## src/design/mi_pkg.sv

```systemverilog
`timescale 1ns / 1ps
// ----------------------------------------------------------------------------
// Modular inverse package
// Microcode format, step addresses and the control store of the sequencer.
// ----------------------------------------------------------------------------
package mi_pkg;

	localparam int STEP_W = 4;

	localparam logic [31:0] MODULUS_RESET = 32'h7FFF_FFFF;

	localparam logic [STEP_W-1:0] STEP_IDLE   = 4'd0;
	localparam logic [STEP_W-1:0] STEP_CHECK  = 4'd1;
	localparam logic [STEP_W-1:0] STEP_TEST   = 4'd2;
	localparam logic [STEP_W-1:0] STEP_UP     = 4'd3;
	localparam logic [STEP_W-1:0] STEP_DOWN   = 4'd4;
	localparam logic [STEP_W-1:0] STEP_SWAP   = 4'd5;
	localparam logic [STEP_W-1:0] STEP_FINISH = 4'd6;
	localparam logic [STEP_W-1:0] STEP_SIGN   = 4'd7;
	localparam logic [STEP_W-1:0] STEP_EMIT   = 4'd8;
	localparam logic [STEP_W-1:0] STEP_ERR    = 4'd9;

	typedef enum logic [3:0] {
		OP_NOP,
		OP_LOAD,
		OP_INIT_DIV,
		OP_SHIFT_UP,
		OP_SUB_DOWN,
		OP_SWAP,
		OP_FOLD,
		OP_NEGATE,
		OP_EMIT_OK,
		OP_EMIT_ERR
	} op_t;

	typedef enum logic [2:0] {
		COND_ALWAYS,
		COND_IN_VALID,
		COND_MOD_SMALL,
		COND_R1_ZERO,
		COND_CAN_UP,
		COND_K_ZERO,
		COND_GCD_NOT_ONE,
		COND_OUT_FREE
	} cond_t;

	typedef struct packed {
		op_t               op;
		cond_t             cond;
		logic [STEP_W-1:0] jump_true;
		logic [STEP_W-1:0] jump_false;
	} uop_t;

	function automatic uop_t ucode(input logic [STEP_W-1:0] pc);
		uop_t u;
		case (pc)
			STEP_IDLE:   u = '{OP_LOAD,     COND_IN_VALID,    STEP_CHECK,  STEP_IDLE};
			STEP_CHECK:  u = '{OP_NOP,      COND_MOD_SMALL,   STEP_ERR,    STEP_TEST};
			STEP_TEST:   u = '{OP_INIT_DIV, COND_R1_ZERO,     STEP_FINISH, STEP_UP};
			STEP_UP:     u = '{OP_SHIFT_UP, COND_CAN_UP,      STEP_UP,     STEP_DOWN};
			STEP_DOWN:   u = '{OP_SUB_DOWN, COND_K_ZERO,      STEP_SWAP,   STEP_DOWN};
			STEP_SWAP:   u = '{OP_SWAP,     COND_ALWAYS,      STEP_TEST,   STEP_TEST};
			STEP_FINISH: u = '{OP_FOLD,     COND_GCD_NOT_ONE, STEP_ERR,    STEP_SIGN};
			STEP_SIGN:   u = '{OP_NEGATE,   COND_ALWAYS,      STEP_EMIT,   STEP_EMIT};
			STEP_EMIT:   u = '{OP_EMIT_OK,  COND_OUT_FREE,    STEP_IDLE,   STEP_EMIT};
			STEP_ERR:    u = '{OP_EMIT_ERR, COND_OUT_FREE,    STEP_IDLE,   STEP_ERR};
			default:     u = '{OP_NOP,      COND_ALWAYS,      STEP_IDLE,   STEP_IDLE};
		endcase
		return u;
	endfunction

endpackage

```

## src/design/modular_inverse_top.sv

```systemverilog
`timescale 1ns / 1ps
// ----------------------------------------------------------------------------
// Modular inverse
// Extended Euclid inverse of value modulo a configured modulus, run by a
// microcoded sequencer over a shift-and-subtract divider.
// ----------------------------------------------------------------------------
//  channel  | handshake             | payload
//  ---------+-----------------------+-----------------------
//  in       | in_valid / in_ready   | value
//  out      | out_valid / out_ready | inverse, no_inverse
//  cfg      | cfg_we                | cfg_wdata (modulus)
//
// One transaction at a time. Each Euclid division step shifts the divisor up
// by k, the index of the top set bit of its quotient (0 for quotients of 0
// or 1), then the divider takes one quotient bit per cycle on the way down.
// After reset the modulus is 2^31-1 and the sequencer is idle. A stalled output
// holds the finished result in the output register while the next transaction
// is accepted and worked on.
// ----------------------------------------------------------------------------
module modular_inverse_top
	import mi_pkg::*;
#(
	parameter int DATA_WIDTH = 31
) (
	input  logic                  clk,
	input  logic                  arst_n,
	input  logic                  in_valid,
	output logic                  in_ready,
	input  logic [DATA_WIDTH-1:0] value,
	output logic                  out_valid,
	input  logic                  out_ready,
	output logic [DATA_WIDTH-1:0] inverse,
	output logic                  no_inverse,
	input  logic                  cfg_we,
	input  logic [DATA_WIDTH-1:0] cfg_wdata
);

	localparam int W  = DATA_WIDTH;
	localparam int KW = $clog2(DATA_WIDTH + 1);
	localparam logic [W-1:0] MOD_RESET = W'(MODULUS_RESET);

	logic [STEP_W-1:0] pc_q;
	logic [W-1:0]      modulus_q;
	logic [W-1:0]      r0_q, r1_q, s0_q, s1_q, rem_q, acc_q;
	logic              n0_q, n1_q;
	logic [W:0]        div_q, sh_q;
	logic [KW-1:0]     k_q;
	logic              out_valid_q, no_inverse_q;
	logic [W-1:0]      inverse_q;

	uop_t uop;
	logic can_up, fits, take, out_free;

	assign uop      = ucode(pc_q);
	assign in_ready = (pc_q == STEP_IDLE);
	assign out_free = !out_valid_q || out_ready;
	assign can_up   = ({div_q, 1'b0} <= {2'b00, rem_q});
	assign fits     = (div_q <= {1'b0, rem_q});

	always_comb begin
		case (uop.cond)
			COND_ALWAYS:      take = 1'b1;
			COND_IN_VALID:    take = in_valid;
			COND_MOD_SMALL:   take = (modulus_q[W-1:1] == '0);
			COND_R1_ZERO:     take = (r1_q == '0);
			COND_CAN_UP:      take = can_up;
			COND_K_ZERO:      take = (k_q == '0);
			COND_GCD_NOT_ONE: take = (r0_q != W'(1));
			COND_OUT_FREE:    take = out_free;
			default:          take = 1'b0;
		endcase
	end

	always_ff @(posedge clk or negedge arst_n) begin
		if (!arst_n) begin
			pc_q        <= STEP_IDLE;
			modulus_q   <= MOD_RESET;
			out_valid_q <= 1'b0;
		end else begin
			pc_q <= take ? uop.jump_true : uop.jump_false;
			if (cfg_we) begin
				modulus_q <= cfg_wdata;
			end
			if ((uop.op == OP_EMIT_OK || uop.op == OP_EMIT_ERR) && out_free) begin
				out_valid_q <= 1'b1;
			end else if (out_ready) begin
				out_valid_q <= 1'b0;
			end
		end
	end

	always_ff @(posedge clk) begin
		case (uop.op)
			OP_LOAD: begin
				if (in_valid) begin
					r0_q <= modulus_q;
					r1_q <= value;
					s0_q <= '0;
					s1_q <= W'(1);
					n0_q <= 1'b0;
					n1_q <= 1'b0;
				end
			end
			OP_INIT_DIV: begin
				div_q <= {1'b0, r1_q};
				sh_q  <= {1'b0, s1_q};
				rem_q <= r0_q;
				acc_q <= s0_q;
				k_q   <= '0;
			end
			OP_SHIFT_UP: begin
				if (can_up) begin
					div_q <= {div_q[W-1:0], 1'b0};
					sh_q  <= {sh_q[W-1:0], 1'b0};
					k_q   <= k_q + KW'(1);
				end
			end
			OP_SUB_DOWN: begin
				if (fits) begin
					rem_q <= rem_q - div_q[W-1:0];
					acc_q <= acc_q + sh_q[W-1:0];
				end
				if (k_q != '0) begin
					div_q <= {1'b0, div_q[W:1]};
					sh_q  <= {1'b0, sh_q[W:1]};
					k_q   <= k_q - KW'(1);
				end
			end
			OP_SWAP: begin
				r0_q <= r1_q;
				r1_q <= rem_q;
				s0_q <= s1_q;
				s1_q <= acc_q;
				n0_q <= n1_q;
				n1_q <= !n1_q;
			end
			OP_FOLD: begin
				if (s0_q >= modulus_q) begin
					s0_q <= s0_q - modulus_q;
				end
			end
			OP_NEGATE: begin
				if (n0_q && s0_q != '0) begin
					s0_q <= modulus_q - s0_q;
				end
			end
			OP_EMIT_OK: begin
				if (out_free) begin
					inverse_q    <= s0_q;
					no_inverse_q <= 1'b0;
				end
			end
			OP_EMIT_ERR: begin
				if (out_free) begin
					inverse_q    <= '0;
					no_inverse_q <= 1'b1;
				end
			end
			default: begin
			end
		endcase
	end

	assign out_valid  = out_valid_q;
	assign inverse    = inverse_q;
	assign no_inverse = no_inverse_q;

	a_accept_to_check: assert property (@(posedge clk) disable iff (!arst_n)
		in_valid && in_ready |=> pc_q == STEP_CHECK)
		else $error("Accepted transaction did not enter the modulus check.");

	a_err_zero: assert property (@(posedge clk) disable iff (!arst_n)
		out_valid && no_inverse |-> inverse == '0)
		else $error("Error result carries a nonzero inverse.");

	a_rem_below_div: assert property (@(posedge clk) disable iff (!arst_n)
		pc_q == STEP_SWAP |-> rem_q < r1_q)
		else $error("Division remainder is not below the divisor.");

	a_div_start: assert property (@(posedge clk) disable iff (!arst_n)
		pc_q == STEP_TEST && r1_q != '0 |=> k_q == '0 && pc_q == STEP_UP)
		else $error("Division did not start from an unshifted divisor.");

endmodule
```

## config.mk

```make
export PLATFORM = sky130hd
export DESIGN_NAME = modular_inverse_top
export DESIGN_NICKNAME = d
export VERILOG_FILES = /design/src/design/mi_pkg.sv /design/src/design/modular_inverse_top.sv
export SDC_FILE = /design/constraint.sdc
export NUM_CORES = 1
export LEC_CHECK = 0
export BUFFER_PORTS_ARGS = -buffer_cell sky130_fd_sc_hd__buf_4
export CAP_MARGIN = 20
export CORE_AREA = 3 3 181 183
export CTS_BUF_LIST = sky130_fd_sc_hd__clkbuf_4 sky130_fd_sc_hd__clkbuf_8
export DETAILED_ROUTE_END_ITERATION = 10
export DIE_AREA = 0 0 184 186
export GPL_TIMING_DRIVEN = 0
export PLACE_DENSITY = 0.88
export SLEW_MARGIN = 20
export SYNTH_ARGS = -nofsm -noshare
export SYNTH_HDL_FRONTEND = slang
export SYNTH_SLANG_ARGS = --single-unit
```

## constraint.sdc

```tcl
create_clock -name clk -period 31.8 [get_ports clk]
set_input_delay 1.59 -clock clk [delete_from_list [all_inputs] [get_ports clk]]
set_output_delay 1.59 -clock clk [all_outputs]
set_load 0.01 [all_outputs]
```

==> metrics.cfg, run 1 <==
[placement]
dpl.hpwl_um = 54100
dp_cells = 2794
io_buffer_count = 99
place_congestion = 1.06

[cts]
cts.sinks = 325
cts-htree-levels = 2
ctsResizeCount = 0
hold_buffers = 0
path_clk_slew_ps = 70
clkLatencyLatePin_ps = 670
cts-root-buf = clkbuf_8
cts_tree = built
cts_made_buffers = 52
ctsLongestPathBuffers = 3
post_cts_buffers = 0

[synth]
yosysMostFrequentCell = nand2_1
synthesis.area_mm2 = 0.0217
avgSynthCellArea_um2 = 9.56
synth-edff-count = 289
synth_top_cell_by_area = edfxtp_1
synth_fp_nets = 2535
synthCells = 2274
yosysWarnings = 0
synth.top_cell.area_share_pct = 39.9
synth_cell_type_count = 87
synthTopCellsByArea = edfxtp_1, ha_1, nand2_1, o21ai_0, dfstp_2
ys.flop_type = edfxtp_1
synth_common_cells = nand2_1, edfxtp_1, o21ai_0, ha_1, inv_1
synthArstFlopShare_pct = 11.1
synth-seq-area-share_pct = 44.3
ys_seq_elements = 325

[critical_path]
ff2ff_setup_slack_ps = 27000
r2r_end = sh_q[4]
worstSetupStartpointType = flip-flop
worstPathRequired_ps = 30210
worstSetupEndpointType = primary output
crit_fanout = 11
worstSetupPathType = reg -> out
r2r_cells = 12
r2r-start = pc_q[0]
arrival_ps = 3290

[layout]
reg.largest.list = div_q: 32 flops, sh_q: 32 flops
fillers = 2115
fin_cells = 2892
utilization_pct = 77.5
ff_latch_area_mm2 = 0.00962
area_growth_pct = 12.0
drive_above_1_share_pct = 13.0
diodes = 0
multi_input_area_mm2 = 0.0111
nNetsFinal = 2707

[route]
ant_nets = 0
drt_iter0_markers = 2376
viasPerCell = 6.68
drcViolationCount = 0
dr.pass1.iters = 6
vias = 19300
wl_per_cell_um = 24.6
drt_wl_total_um = 71000

[timing]
tightest_slew_ps = 1120
max_slew_margin_pct = 25.2
fmax_mhz = 205
fin_setup_tns_ps = 0
min_period_ps = 4880
rsz0062_at_grt = no
final-hold-violation-count = 0
final-setup-viol-count = 0
drv_slew = 0
period_share_pct = 15.3
fin_worst_skew_ps = 44.0
timing.hold.ws_ps = 535

[global_route]
antenna_found_initial = 0
grt_pass1_vias = 19000
grt_max_degree = 46
grt_usage_pct = 41.1
grt_pass1_wl_um = 107000
grt_overflow_total = 0

[status]
status = complete, no violations

[worst_hold_path]
hold_path_depth = 1
min_from = acc_q[0]
hold_path_class = reg -> reg
whs_endpoint = s1_q[0]

[run]
maxCapViolations = 0

[die]
fp.dieH_um = 186
core_mm2 = 0.0314
ioPinCount = 101
rows = 65
die_w_um = 184
die_area_mm2 = 0.0342
initial_utilization_pct = 69.2

[power_and_ir_drop]
cellLeakagePower_nw = 10.2
finalPower_mw = 3.12
ir_drop_v = 0.0000817
power_density_mw_per_mm2 = 128

-- cells by family after synthesis --
family,after synthesis,synth area share (%)
mux,43,2.18
flops,325,44.3
xor+xnor,81,3.26
fa+ha+maj,194,11.3
simple gates,725,15.3
buf+inv,264,4.99
compound gates,642,18.6
-- metal layers --
metal	vias up	track usage (%)	share of wire (%)
met1	9270	53.4	38
li1	8571	-	-
met3	278	6.64	9.9
met5	-	0	0
met2	1213	66.1	46
met4	0	23.4	6.3
-- how the worst max path moves through the flow --
stage	startpoint	depth (start not counted)	end
final	pc_q[0]	7	in_ready
after global routing	pc_q[0]	7	in_ready
after CTS	pc_q[0]	7	in_ready
after detailed placement	pc_q[0]	12	sh_q[6]
after global placement	pc_q[0]	10	s0_q[5]
after floorplan	in_valid	4	s0_q[0]
-- critical path, stage by stage (launching register included) --
cell	delay, ps
dfrtp_1	400
clkbuf_1	320
inv_1	400
buf_1	700
ha_1	320
nand2b_1	80
nor2_1	220
buf_4	180
-- cell usage in the layout (no fill, tap or decap), types with 42 or more instances in the layout --
master      n
a21o_1     67
inv_1     159
ha_1      189
xor2_1     42
clkbuf_1   72
edfxtp_1  289
nand2_1   351
buf_4     109
and2_1     44
a22oi_1    61
a21oi_1   128
nor2_1    118
o21ai_0   219
clkbuf_8   60
-- power by group --
group          total (mW)  switching [mW]  internal, mW
Combinational        1.81            1.15         0.667
Clock               0.381           0.180         0.201
Sequential          0.928           0.174         0.755
-- cell type report --
class	count	share of cell area, %
Buffer	104	1.99
Tap cell	402	2.07
Clock buffer	79	3.93
Multi-Input combinational cell	1685	45.5
Inverter	160	2.47
Timing Repair Buffer	118	4.04
Clock inverter	19	0.519
Sequential cell	325	39.5
-- per-stage QoR --
stage	setup WS, ps	cell area [µm²]
2_1_floorplan	21040	21700
3_3_place_gp	15940	23000
3_5_place_dp	27250	23300
4_1_cts	27030	24300
5_1_grt	26870	24300
6_report	26920	24300
No activity file was read; power rests on OpenSTA's default activity.
==> inputs of run 2 (changes only) <==
--- a/config.mk
+++ b/config.mk
@@ -7,12 +7,12 @@
 export LEC_CHECK = 0
 export BUFFER_PORTS_ARGS = -buffer_cell sky130_fd_sc_hd__buf_4
 export CAP_MARGIN = 20
-export CORE_AREA = 3 3 181 183
+export CORE_AREA = 3 3 198 200
 export CTS_BUF_LIST = sky130_fd_sc_hd__clkbuf_4 sky130_fd_sc_hd__clkbuf_8
 export DETAILED_ROUTE_END_ITERATION = 10
-export DIE_AREA = 0 0 184 186
+export DIE_AREA = 0 0 201 203
 export GPL_TIMING_DRIVEN = 0
-export PLACE_DENSITY = 0.88
+export PLACE_DENSITY = 0.78
 export SLEW_MARGIN = 20
 export SYNTH_ARGS = -nofsm -noshare
 export SYNTH_HDL_FRONTEND = slang
==> constraint.sdc (replaced) <==
create_clock -name clk -period 4.1 [get_ports clk]
set_input_delay 0.205 -clock clk [delete_from_list [all_inputs] [get_ports clk]]
set_output_delay 0.205 -clock clk [all_outputs]
set_load 0.01 [all_outputs]
==> run 2 against run 1 <==
Against the previous run: via count shrank 1.2%; die area rose by 19%; largest power group unchanged; critical endpoint is now acc_q[19]; register-to-register slack worse by 27000 ps.
==> metrics.cfg, run 2 (synthesized netlist as in run 1, its figures left out) <==
[critical_path]
worstSetupPathType = reg -> reg
max_stage_delay_ps = 610
r2r_end = acc_q[19]
worstSetupStartpointType = flip-flop
crit_path_start = pc_q[2]
worstPathRequired_ps = 4440
r2r-start = pc_q[2]
r2r_cells = 9
crit_fanout = 34
timing.critical_path.mode_cell = clkbuf_1
cp-endpoint = acc_q[19]
worstPathCellList = clkbuf_1, nor2b_1, nand2_1, clkbuf_1, nor4_1, nand4_1, o31ai_1, a21o_4, buf_12
cpMaxStageDelayCell = nor4_1
arrival_ps = 4350
ff2ff_setup_slack_ps = 90
worstSetupEndpointType = flip-flop

[layout]
nNetsFinal = 2776
multi_input_area_mm2 = 0.0111
layout_common_cells = nand2_1, edfxtp_1, o21ai_0
fin_cells = 3073
drive_above_1_share_pct = 13.1
ff_latch_area_mm2 = 0.00962
reg.largest.list = div_q: 32 flops, sh_q: 32 flops
area_growth_pct = 16.6
fillers = 2946
final_common_cell = nand2_1

[placement]
dp_cells = 2900
dpl.hpwl_um = 56200
io_buffer_count = 99
place_congestion = 1.02

[timing]
timing.hold.ws_ps = 47.2
period_share_pct = 97.7
rsz0062_at_grt = no
final-setup-viol-count = 0
fin_worst_skew_ps = 43.5
min_period_ps = 4010
tightest_slew_ps = 1120
max_slew_margin_pct = 25.5
final-hold-violation-count = 0
drv_slew = 0
fmax_mhz = 250

[die]
initial_utilization_pct = 57.8
rows = 71
ioPinCount = 101
die_w_um = 201
core_mm2 = 0.0376
die_area_mm2 = 0.0408
fp.dieH_um = 203

[route]
drt_wl_total_um = 74000
ant_nets = 0
vias = 19100
viasPerCell = 6.21
dr.pass1.iters = 5
wl_met2_um = 34300
wl_met1_um = 29600
wl_met3_um = 6600
topRoutingLayerUsed = met4
wl_per_cell_um = 24.1
drcViolationCount = 0
drt_iter0_markers = 1844

[cts]
ctsLongestPathBuffers = 3
clkLatencyLatePin_ps = 690
cts-htree-levels = 2
cts-root-buf = clkbuf_8
path_clk_slew_ps = 60
cts.sinks = 325
cts_made_buffers = 55
cts_tree = built

[global_route]
grt_max_degree = 37
grt_pass1_wl_um = 111000
grt_usage_pct = 35.5
grt_overflow_total = 0
grt_pass1_vias = 18800
antenna_found_initial = 0

[power_and_ir_drop]
power_density_mw_per_mm2 = 971
finalPower_mw = 24.6
cellLeakagePower_nw = 10.6
ir_drop_v = 0.000549

[run]
maxCapViolations = 0

[status]
status = complete, no violations

[worst_hold_path]
hold_path_class = in -> async

[run 2: cell types whose count changed in the layout (fill, tap and decap cells not counted), sizes merged]
cell,delta
clkbuf,-2
diode,+1
nor2,+1
bufinv,+2
clkinv,+4
dlygate4sd3,+66
[run 2: power breakdown]
group	total [mW]	switching [mW]	internal (mW)
Combinational	14.2	8.86	5.32
Clock	3.17	1.47	1.70
Sequential	7.25	1.40	5.85
Total	24.6	11.7	12.9
[run 2: layer usage]
metal,vias to the layer above,global-route usage (%)
met5,-,0
li1,8712,-
met1,9248,46.9
met3,190,6.80
met4,0,14.6
met2,948,58.0
[run 2: area by class of cell]
cell class	instances	area share [%]
buffer	103	1.97
antenna	1	0.00987
clock inverter	25	0.770
tap	511	2.52
clock buffer	78	3.79
multi-input combinational	1686	43.9
sequential	325	37.9
inverter	160	2.39
timing repair buffer	184	6.73
[run 2: how the worst min path moves through the flow]
stage | end | slack, ps | depth (start not counted)
floorplan | out_valid | -90 | 0
global placement | pc_q[3] | 190 | 1
detailed placement | pc_q[3] | 200 | 1
CTS | pc_q[0] | 40 | 2
global route | pc_q[0] | 70 | 2
finish | pc_q[0] | 50 | 2
[run 2: critical path, delay by kind of cell (launching register included)]
kind	cells	cell delay [ps]
compound gates	2	600
buf+inv	3	1180
simple gates	4	1480
flops	1	360
[run 2: metrics by stage]
| step | setup slack (ps) | setup TNS [ps] | utilization, % | cell area, µm² |
|---|---|---|---|---|
| floorplan | -821 | -25460 | - | 21800 |
| detailed placement | -289 | -5670 | 62.4 | 23500 |
| CTS | 34.4 | 0 | 67.4 | 25300 |
| finish | 94.5 | 0 | 67.4 | 25300 |
| global placement | -2710 | -424700 | 61.7 | 23200 |
| global route | 0.364 | 0 | 67.4 | 25300 |
[run 2: timing repair]
action	4_1_cts	5_1_grt
hold buffers	66	0
setup endpoints to repair	33	31
gates resized for setup	2	1
cloned	1	0
hold endpoints to repair	99	0
pin swaps	0	1
buffers inserted	2	1
